[src/sv/tsct_pkg.sv]
package tsct_pkg;

	localparam int SERIES_TERMS  = 6;
	localparam int FRACTION_BITS = 16;
	localparam int GUARD_BITS    = 8;
	localparam int WORK_BITS     = FRACTION_BITS + GUARD_BITS;
	localparam int ANGLE_FRAC    = 13;
	localparam int NUM_TERMS     = 2 * SERIES_TERMS - 1;
	localparam int ANGLE_W       = 16;
	// Term magnitudes stay below 11.0 for any angle in range.
	localparam int TERM_W        = WORK_BITS + 4;
	localparam int SUM_W         = WORK_BITS + 8;
	localparam int PROD_W        = TERM_W + ANGLE_W;
	localparam int U_W           = 32;
	localparam int RECIP_W       = 33;
	localparam int STEP_W        = 4;
	localparam int TRIG_W        = 20;
	localparam int TAN_W         = 32;
	localparam int NUM_W         = TRIG_W + FRACTION_BITS;
	localparam int REM_W         = TRIG_W + 1;

	typedef struct packed {
		logic                     vld;
		logic                     neg;
		logic [ANGLE_W-1:0]       mag;
		logic [TERM_W-1:0]        term;
		logic signed [SUM_W-1:0]  ssum;
		logic signed [SUM_W-1:0]  csum;
	} tsct_term_t;

	typedef struct packed {
		logic                     vld;
		logic signed [TRIG_W-1:0] sv;
		logic signed [TRIG_W-1:0] cv;
		logic                     tneg;
		logic                     dz;
		logic [TRIG_W-1:0]        cm;
		logic [REM_W-1:0]         rem;
		logic [NUM_W-1:0]         rq;
	} tsct_div_t;

	// floor(2^32 / n) for the small term divisors
	function automatic logic [RECIP_W-1:0] recip(input logic [STEP_W-1:0] n);
		logic [RECIP_W-1:0] r;
		case (n)
			4'd1:    r = 33'd4294967296;
			4'd2:    r = 33'd2147483648;
			4'd3:    r = 33'd1431655765;
			4'd4:    r = 33'd1073741824;
			4'd5:    r = 33'd858993459;
			4'd6:    r = 33'd715827882;
			4'd7:    r = 33'd613566756;
			4'd8:    r = 33'd536870912;
			4'd9:    r = 33'd477218588;
			4'd10:   r = 33'd429496729;
			4'd11:   r = 33'd390451572;
			4'd12:   r = 33'd357913941;
			4'd13:   r = 33'd330382099;
			4'd14:   r = 33'd306783378;
			4'd15:   r = 33'd286331153;
			default: r = '0;
		endcase
		return r;
	endfunction

endpackage

[src/sv/tsct_div_step.sv]
module tsct_div_step (
	input  logic                clk,
	input  logic                arst_n,
	input  logic                en,
	input  tsct_pkg::tsct_div_t d,
	output tsct_pkg::tsct_div_t q
);
	import tsct_pkg::*;

	tsct_div_t         nxt;
	tsct_div_t         q_s1;
	logic [REM_W-1:0]  t;
	logic              fit;

	// shift in one numerator bit, subtract the divisor when it fits
	assign t   = {d.rem[REM_W-2:0], d.rq[NUM_W-1]};
	assign fit = t >= REM_W'(d.cm);

	always_comb begin
		nxt     = d;
		nxt.rem = fit ? t - REM_W'(d.cm) : t;
		nxt.rq  = {d.rq[NUM_W-2:0], fit};
	end

	always_ff @(posedge clk or negedge arst_n) begin
		if (!arst_n) q_s1 <= '0;
		else if (en) q_s1 <= nxt;
	end

	assign q = q_s1;

endmodule
[config.mk]
export PLATFORM = sky130hd
export DESIGN_NAME = tsct_div_step
export DESIGN_NICKNAME = d
export VERILOG_FILES = /design/src/sv/tsct_pkg.sv /design/src/sv/tsct_div_step.sv
export SDC_FILE = /design/constraint.sdc
export NUM_CORES = 1
export LEC_CHECK = 0
export ABC_CLOCK_PERIOD_IN_PS = 1500
export BUFFER_PORTS_ARGS = -buffer_cell sky130_fd_sc_hd__buf_4
export CAP_MARGIN = 20
export CORE_ASPECT_RATIO = 2
export CORE_UTILIZATION = 52
export DETAILED_ROUTE_END_ITERATION = 6
export PLACE_DENSITY = 0.88
export SLEW_MARGIN = 40
export SYNTH_ARGS = -nofsm -noshare
export SYNTH_HDL_FRONTEND = slang
export SYNTH_SLANG_ARGS = --single-unit
[constraint.sdc]
create_clock -name clk -period 1.5 [get_ports clk]
set_clock_uncertainty 0.1 [all_clocks]
set_input_delay 0.3 -clock clk [delete_from_list [all_inputs] [get_ports clk]]
set_output_delay 0.3 -clock clk [all_outputs]
set_load 0.01 [all_outputs]
==> out/results.ini <==
[status]
status=finished, violations left
violations=setup timing

[critical_path]
crit_path_end_kind=flip-flop
timing.critical_path.to=q[36]$_DFFE_PN0P_
r2r_cells=1
rrSetupSlack_ns=0.55
crit_path_start=d[38]
crit_path_cell_trace=buf_8 > ha_4 > a21o_1 > a221o_2 > a21oi_4 > o211ai_4 > buf_12 > o21ai_1 > a21oi_1
rr_endpoint=q[17]$_DFFE_PN0P_
cp_data_arrival_time_ns=2.48
path_delay_family=compound AO/OA/AOI/OAI gates
max_stage_delay_ns=0.46
path_buf_inv=2
required_ns=1.68
slowest_stage=a221o_2
cp_num_cells=9
cp-start-kind=primary input
setup.worst_path.class=in2reg
path_max_fanout=8
r2r_start=q[17]$_DFFE_PN0P_

[sta]
min_period_over_period_pct=154
slew-limit-headroom_pct=69.6
worstMarginPinSlew_ns=0.453
finalWorstSetupSlack_ns=-0.806
rsz0062_at_grt=yes
fin_crit_ns=2.31
holdWs_ns=0.00834
fmax_mhz=434
hold_violations=0
setup-violations-final=22
slew_violations=0

[synthesis]
synth_top_area_share_pct=52.5
synthesis.area_sq_mm=0.00572
yosysSeqAreaShare_pct=52.5
ys_ff_latch=120
synth_area_leaders=dfrtp_1 (52%), mux2_2 (19%), ha_1 (4.4%)
yosysTopAreaCell=dfrtp_1
synth-edff-count=0
synth_ff_type=dfrtp_1
synth_warnings=0
avgSynthCellArea_sq_um=12.4
netlist_instances=462
yosysUniqueCellTypes=54
async_reset_ff_share_pct=100
synth_nets=606

[grt]
track_usage_pct=41.9
grt_pass1_vias=6380
antenna_found_initial=0
grt_max_degree=38
grt_pass1_wl_um=34800
overflow=0

[cells_and_area]
finalCoreUtilization_pct=91.5
drive_above_1_share_pct=67.5
nets=946
final_cells=952
stdcell_area_sq_mm=0.00971
syn_to_final_growth_pct=69.8
antenna_cells=0
fillers=388
largest_reg_flops=120

[pwr]
powerDensity_mw_per_mm2=1140
switching_share_pct=30.6
p_int_mw=7.68
combPwrFrac_pct=29.0
p_switching_mw=3.38
p_clk_share_pct=36.0
leakage_nw=4.60
p_seq_share_pct=34.9
peakVddDrop_mv=1.11

[die]
die_w_um=76.2
die_y_um=150
start_util_pct=53.9
fp-row-count=53
io-pin-count=243
coreArea_sq_mm=0.0106
die_area_sq_mm=0.0114

[hold_path]
hp-class=in2reg

[routing]
final_antenna_net_count=0
drc=0
viasPerCell=6.15
wirelength_um=24600
drt-initial-drc-count=444
via_count=5856
wl_per_cell_um=25.8
first_pass_iters=5

[place]
dpl.cell_count=890
gp_congestion=0.967
placed_area_sq_mm=0.00838
dp_hpwl_um=13600
io_buffers=241

[clocking]
path_clk_slew_ns=0.06
htreeDepth=4
clock_path_buffers=2
cts_tree=done
clkSinkCount=120
root_buffer=clkbuf_16
cts_made_buffers=17
insertion_delay_ns=0.42

[flow_run]
maxCapViolCount=0

## layout by cell type (no fill, tap or decap), types with 7 or more instances in the layout
master,n
mux2_2,98
a21oi_1,25
xor2_1,7
a21oi_2,12
dlygate4sd3_1,8
ha_4,19
inv_2,7
mux2i_1,8
dfrtp_1,120
buf_6,19
nand2_1,10
nor2_1,27
buf_12,10
clkbuf_16,17
inv_1,14
buf_4,298
## logic make-up (layout without fill, tap and decap cells)
| group | count (synthesis) | in the layout | share of synthesized area, % |
|---|---|---|---|
| DFF | 120 | 120 | 52.5 |
| muxes | 113 | 113 | 21.9 |
| AOI/OAI and AO/OA | 84 | 84 | 9.58 |
| and+or+nand+nor | 65 | 65 | 5.25 |
| buffers and inverters | 44 | 397 | 3.74 |
| adders and majority gates | 21 | 21 | 4.72 |
| xor gates and xnor gates | 15 | 15 | 2.30 |
## stage by stage
stage               power, mW  TNS (ns)  setup slack (ns)
detailed placement       6.43    -19.54             -1.00
global placement         6.29    -18.11            -0.920
global route             11.4    -14.08             -1.07
CTS                      10.7     -8.38            -0.479
finish                   11.1    -12.63            -0.806
floorplan                4.99    -14.06            -0.683
## worst min-delay path by stage
stage	start	to	slack, ns	cells after the start
floorplan	arst_n	q[0]$_DFFE_PN0P_	-0.1	0
global placement	arst_n	q[64]$_DFFE_PN0P_	0.15	1
detailed placement	arst_n	q[64]$_DFFE_PN0P_	0.15	1
CTS	d[34]	q[35]$_DFFE_PN0P_	0.00003	2
global route	d[82]	q[82]$_DFFE_PN0P_	0.006	2
finish	d[82]	q[82]$_DFFE_PN0P_	0.008	2
## routing by layer
metal  wire length, um  up-vias  GRT usage [%]  part of all wire (%)
met3              2100      238           13.3                   8.5
met4              2650        0           35.5                    11
met1              7390     2789           37.4                    30
met2             12400      513           75.7                    51
met5                 0        -              0                     0
li1                  -     2316              -                     -
## area by class of cell
class | instances | area, sq um | area share, %
clock buffer | 19 | 453 | 4.66
clock inverter | 13 | 121 | 1.25
inverter | 26 | 123 | 1.26
multi-input combinational | 298 | 3050 | 31.4
sequential | 120 | 3000 | 30.9
tap | 137 | 171 | 1.77
timing repair buffer | 339 | 2790 | 28.7
## power by group through the flow
stage                     logic (mW)  clock network (mW)  registers, mW
after floorplan                0.959                   0           4.03
after global placement          2.44                   0           3.85
after detailed placement        2.55                   0           3.88
after CTS                       2.84                3.98           3.84
after global routing            3.34                4.12           3.90
final                           3.21                3.99           3.86
## what timing repair did
item                                    in CTS  in global routing
endpoints found under the setup margin      22                 22
gates cloned                                 1                  0
hold buffers                                 8                  0
resized for setup                           71                 35
pin swaps                                   44                 21
buffers inserted                            17                  7
endpoints found under the hold margin       28                  0
## synthesized netlist by cell type (6+ instances only)
library cell and instances:
nand2_1 16, o21ai_0 14, clkbuf_1 9, xor2_1 9, a21o_1 6, mux2i_1 15
dfrtp_1 120, a21oi_1 38, mux2_2 98, inv_1 26, ha_1 20, nor2_1 29
xnor2_1 6
(Power assumes the default switching activity.)
