$ cat config.mk
export PLATFORM = sky130hd
export DESIGN_NAME = tsct_term
export DESIGN_NICKNAME = d
export VERILOG_FILES = /design/src/sv/tsct_pkg.sv /design/src/sv/tsct_term.sv
export SDC_FILE = /design/constraint.sdc
export NUM_CORES = 2
export LEC_CHECK = 0
export BUFFER_PORTS_ARGS = -buffer_cell sky130_fd_sc_hd__buf_2
export CELL_PAD_IN_SITES_DETAIL_PLACEMENT = 1
export CELL_PAD_IN_SITES_GLOBAL_PLACEMENT = 1
export CORE_AREA = 5 5 353 389
export DETAILED_ROUTE_END_ITERATION = 7
export DIE_AREA = 0 0 358 394
export PLACE_DENSITY = 0.86
export SYNTH_ARGS = -nofsm -noshare
export SYNTH_HDL_FRONTEND = slang
export SYNTH_SLANG_ARGS = --single-unit
$ cat constraint.sdc
create_clock -name clk -period 12.65 [get_ports clk]
set_input_delay 2.53 -clock clk [delete_from_list [all_inputs] [get_ports clk]]
set_output_delay 2.53 -clock clk [all_outputs]
set_load 0.02 [all_outputs]
$ cat src/sv/tsct_pkg.sv
package tsct_pkg;

	localparam int SERIES_TERMS  = 6;
	localparam int FRACTION_BITS = 16;
	localparam int GUARD_BITS    = 8;
	localparam int WORK_BITS     = FRACTION_BITS + GUARD_BITS;
	localparam int ANGLE_FRAC    = 13;
	localparam int NUM_TERMS     = 2 * SERIES_TERMS - 1;
	localparam int ANGLE_W       = 16;
	// Term magnitudes stay below 11.0 for any angle in range.
	localparam int TERM_W        = WORK_BITS + 4;
	localparam int SUM_W         = WORK_BITS + 8;
	localparam int PROD_W        = TERM_W + ANGLE_W;
	localparam int U_W           = 32;
	localparam int RECIP_W       = 33;
	localparam int STEP_W        = 4;
	localparam int TRIG_W        = 20;
	localparam int TAN_W         = 32;
	localparam int NUM_W         = TRIG_W + FRACTION_BITS;
	localparam int REM_W         = TRIG_W + 1;

	typedef struct packed {
		logic                     vld;
		logic                     neg;
		logic [ANGLE_W-1:0]       mag;
		logic [TERM_W-1:0]        term;
		logic signed [SUM_W-1:0]  ssum;
		logic signed [SUM_W-1:0]  csum;
	} tsct_term_t;

	typedef struct packed {
		logic                     vld;
		logic signed [TRIG_W-1:0] sv;
		logic signed [TRIG_W-1:0] cv;
		logic                     tneg;
		logic                     dz;
		logic [TRIG_W-1:0]        cm;
		logic [REM_W-1:0]         rem;
		logic [NUM_W-1:0]         rq;
	} tsct_div_t;

	// floor(2^32 / n) for the small term divisors
	function automatic logic [RECIP_W-1:0] recip(input logic [STEP_W-1:0] n);
		logic [RECIP_W-1:0] r;
		case (n)
			4'd1:    r = 33'd4294967296;
			4'd2:    r = 33'd2147483648;
			4'd3:    r = 33'd1431655765;
			4'd4:    r = 33'd1073741824;
			4'd5:    r = 33'd858993459;
			4'd6:    r = 33'd715827882;
			4'd7:    r = 33'd613566756;
			4'd8:    r = 33'd536870912;
			4'd9:    r = 33'd477218588;
			4'd10:   r = 33'd429496729;
			4'd11:   r = 33'd390451572;
			4'd12:   r = 33'd357913941;
			4'd13:   r = 33'd330382099;
			4'd14:   r = 33'd306783378;
			4'd15:   r = 33'd286331153;
			default: r = '0;
		endcase
		return r;
	endfunction

endpackage

$ cat src/sv/tsct_term.sv
module tsct_term (
	input  logic                         clk,
	input  logic                         arst_n,
	input  logic                         en,
	input  logic [tsct_pkg::STEP_W-1:0]  step,
	input  tsct_pkg::tsct_term_t         d,
	output tsct_pkg::tsct_term_t         q
);
	import tsct_pkg::*;

	tsct_term_t           t_s1, t_s2, t_s3;
	logic [U_W-1:0]       u_s1, u_s2;
	logic [U_W-1:0]       q0_s2;
	logic [PROD_W:0]      prod;
	logic [U_W+RECIP_W-1:0] scaled;
	logic [U_W+STEP_W-1:0] qn;
	logic [U_W+STEP_W-1:0] r;
	logic [U_W-1:0]       qf;
	logic [STEP_W-1:0]    half;
	tsct_term_t           nxt;

	// multiply by the angle and add half the divisor
	assign prod = (PROD_W+1)'(d.term) * (PROD_W+1)'(d.mag)
		+ ((PROD_W+1)'(step) << (ANGLE_FRAC - 1));

	// quotient estimate by reciprocal, never above the true value
	assign scaled = (U_W+RECIP_W)'(u_s1) * (U_W+RECIP_W)'(recip(step));

	assign qn   = (U_W+STEP_W)'(q0_s2) * (U_W+STEP_W)'(step);
	assign r    = (U_W+STEP_W)'(u_s2) - qn;
	assign qf   = (r >= (U_W+STEP_W)'(step)) ? q0_s2 + U_W'(1) : q0_s2;
	assign half = step >> 1;

	always_comb begin
		nxt      = t_s2;
		nxt.term = qf[TERM_W-1:0];
		if (step[0]) begin
			if (half[0]) nxt.ssum = t_s2.ssum - SUM_W'(qf[TERM_W-1:0]);
			else         nxt.ssum = t_s2.ssum + SUM_W'(qf[TERM_W-1:0]);
		end else begin
			if (half[0]) nxt.csum = t_s2.csum - SUM_W'(qf[TERM_W-1:0]);
			else         nxt.csum = t_s2.csum + SUM_W'(qf[TERM_W-1:0]);
		end
	end

	always_ff @(posedge clk or negedge arst_n) begin
		if (!arst_n) begin
			t_s1 <= '0;
			t_s2 <= '0;
			t_s3 <= '0;
		end else if (en) begin
			t_s1 <= d;
			t_s2 <= t_s1;
			t_s3 <= nxt;
		end
	end

	always_ff @(posedge clk) begin
		if (en) begin
			u_s1  <= U_W'(prod >> ANGLE_FRAC);
			u_s2  <= u_s1;
			q0_s2 <= scaled[U_W+U_W-1:U_W];
		end
	end

	assign q = t_s3;

endmodule

==> impl_metrics.csv <==
group,metric,value,unit
worst_setup_path,critPathLaunchType,"input pin",
die,design.core.area,133000,um2
worst_setup_path,end_kind,"register",
yosys,syn_inst,7269,
global_route,grt_overflow,0,
yosys,synth-seq-cells,370,
clock_network,cts.path.max_buffers,3,
worst_setup_path,reg2reg_from,"q0_s2[5]$_DFFE_PP_",
final_layout,mostFrequentLayoutCell,"inv_1",
global_route,grt_max_degree,193,
placed_design,hpwlAfterDp,213,mm
yosys,ys_seq_area_share,14.2,%
drt,wl_per_cell,32.1,um
global_route,grt_pass1_wl,419,mm
worst_setup_path,crit_fanout,28,
job,drv_cap,0,
drt,via_per_inst,6.27,
placed_design,io_buffers,226,
sta,setup_slack,-0.280,ns
clock_network,clkTransAtPathRegs,0.07,ns
sta,setup_viol,9,
drt,first_pass_iters,8,
sta,clock_skew,0.0583,ns
clock_network,cts_sinks,370,
final_layout,utilization,59.1,%
yosys,synthFlopType,"dfrtp_1",
yosys,ys_warn_count,0,
placed_design,gp_congestion,0.982,
yosys,synth_edf_count,96,
final_layout,final_cell_area,78800,um2
worst_setup_path,critPathLaunch,"d[93]",
clock_network,h-tree-depth,2,
die,die_x,358,um
global_route,grt_pass1_vias,68671,
global_route,grt_antenna_before_repair,19,
sta,hold_viol,0,
worst_setup_path,required,13.04,ns
die,ios,227,
sta,setup_tns,-1.09,ns
sta,max_freq,77.3,MHz
sta,rsz0062_at_grt,"yes",
drt,vias,61263,
yosys,syn_area,68600,um2
clock_network,hold_buffers,0,
placed_design,place_ws,-0.854,ns
die,dieArea,141000,um2
global_route,grt_util_all_layers,39.6,%
worst_setup_path,crit_arrival,13.32,ns
die,die_height,394,um
clock_network,numCtsBuffers,44,
hold_path,holdCritStartpoint,"t_s1[23]$_DFFE_PN0P_",
status,outcome,"complete, but fails checks",
die,initial_utilization,51.4,%
drt,wl,314,mm
sta,slew_violations,0,
yosys,syn_nets,9225,
drt,ant_nets,0,
clock_network,ctsRootBufferMaster,"clkbuf_16",
sta,finalCritPeriodShare,102,%
clock_network,clk_latency,0.67,ns
final_layout,drive_above_1_share,17.2,%
drt,drc,2,
drt,drt_iter0_markers,7019,
final_layout,syn_to_final_growth,14.9,%
worst_setup_path,crit_path_max_incr_delay,0.85,ns
sta,min_period,12.93,ns
final_layout,final_cell_mix,"inv_1, fa_1, nand2_1",
sta,max-slew-margin-rel,11.9,%
worst_setup_path,worstSetupPathType,"input pin to register",
hold_path,holdCritPathClass,"register to register",
yosys,async_flop_share,74.1,%
status,violations,"design-rule violations, negative setup slack",
placed_design,dpl_cell_area,76400,um2
final_layout,final_nets,9879,
die,placementRows,141,
yosys,synth_cell_type_count,117,
yosys,syn-mean-instance-area,9.43,um2
clock_network,cts_tree,"yes",
worst_setup_path,crit_slowest_cell,"fa_1",
sta,worst_pin_slew,1.31,ns
per-stage QoR:
step,instances,hold slack [ns]
floorplan,7269,0.449
global placement,9633,0.467
detailed placement,9633,0.490
CTS,9721,0.500
global route,9755,0.517
finish,9776,0.497
per-layer routing:
metal | global-route usage, % | up-vias | routed length [um]
met5 | 0 | - | 133
met4 | 31.9 | 18 | 39600
met3 | 8.85 | 2518 | 36500
met2 | 66.7 | 5011 | 142000
met1 | 42.5 | 30353 | 96200
li1 | - | 23363 | -
final cells by class:
| class | count | area (um2) |
|---|---|---|
| clock inverters | 26 | 287 |
| diodes | 31 | 77.6 |
| multi-input cells | 4913 | 52100 |
| well taps | 1787 | 2240 |
| clock buffers | 55 | 1210 |
| flip-flops and latches | 370 | 9740 |
| fillers | 14985 | 54500 |
| inverters | 1644 | 6180 |
| repair buffers | 950 | 7040 |
final timing paths:
path | slack [ns] | endpoint | depth (start not counted)
max | -0.28 | u_s1[31]$_DFFE_PP_ | 37
min | 0.50 | t_s2[23]$_DFFE_PN0P_ | 2
max reg2reg | 1.10 | q[59]$_DFFE_PN0P_ | 45
min reg2reg | 0.50 | t_s2[23]$_DFFE_PN0P_ | 2
max in group asynchronous | 9.01 | q[71]$_DFFE_PN0P_ | 2
min in group asynchronous | 2.01 | t_s1[10]$_DFFE_PN0P_ | 1
critical path: cells and delay by family:
kind | cells | cell delay, ns
buffers and inverters | 4 | 0.94
and+or+nand+nor | 3 | 0.60
xor gates and xnor gates | 1 | 0.11
adders and majority gates | 7 | 3.45
AOI/OAI and AO/OA | 22 | 5.67
cells in the mapped netlist (all sizes together), types with 88 or more instances:
cell / instances / area share, %
inv: 1643 / 9.0
fa: 1372 / 40
nand2: 948 / 5.2
ha: 467 / 8.5
and2: 458 / 4.2
clkbuf: 321 / 1.8
dfrtp: 274 / 10
nor2: 267 / 1.5
a21oi: 204 / 1.5
mux2: 166 / 2.7
xnor2: 166 / 2.1
o21ai: 119 / 0.87
edfxtp: 96 / 4.2
and3: 88 / 0.80
cells by family after synthesis:
family                     share of synthesized area [%]
muxes                                               2.92
xor gates and xnor gates                            3.00
and+or+nand+nor                                     14.0
AOI/OAI and AO/OA                                   6.12
adders and majority gates                           48.8
DFF                                                 14.2
buffers and inverters                               10.9
timing repair:
| action | CTS | global route |
|---|---|---|
| setup endpoints to repair | 14 | 28 |
| buffers inserted | 7 | 22 |
| gates resized for setup | 23 | 103 |
| gates cloned | 0 | 2 |
| pin swaps | 10 | 65 |
state kept, by name, indices dropped and copies added (netlist names):
| register | flops |
|---|---|
| nxt | 18 |
| q | 110 |
| q0_s2 | 32 |
| t_s1 | 82 |
| t_s2 | 64 |
| u_s1 | 32 |
| u_s2 | 32 |
Power is left out: the tool's default activity adds up to more than one toggle a clock period on the data nets, which glitch-free logic cannot reach.
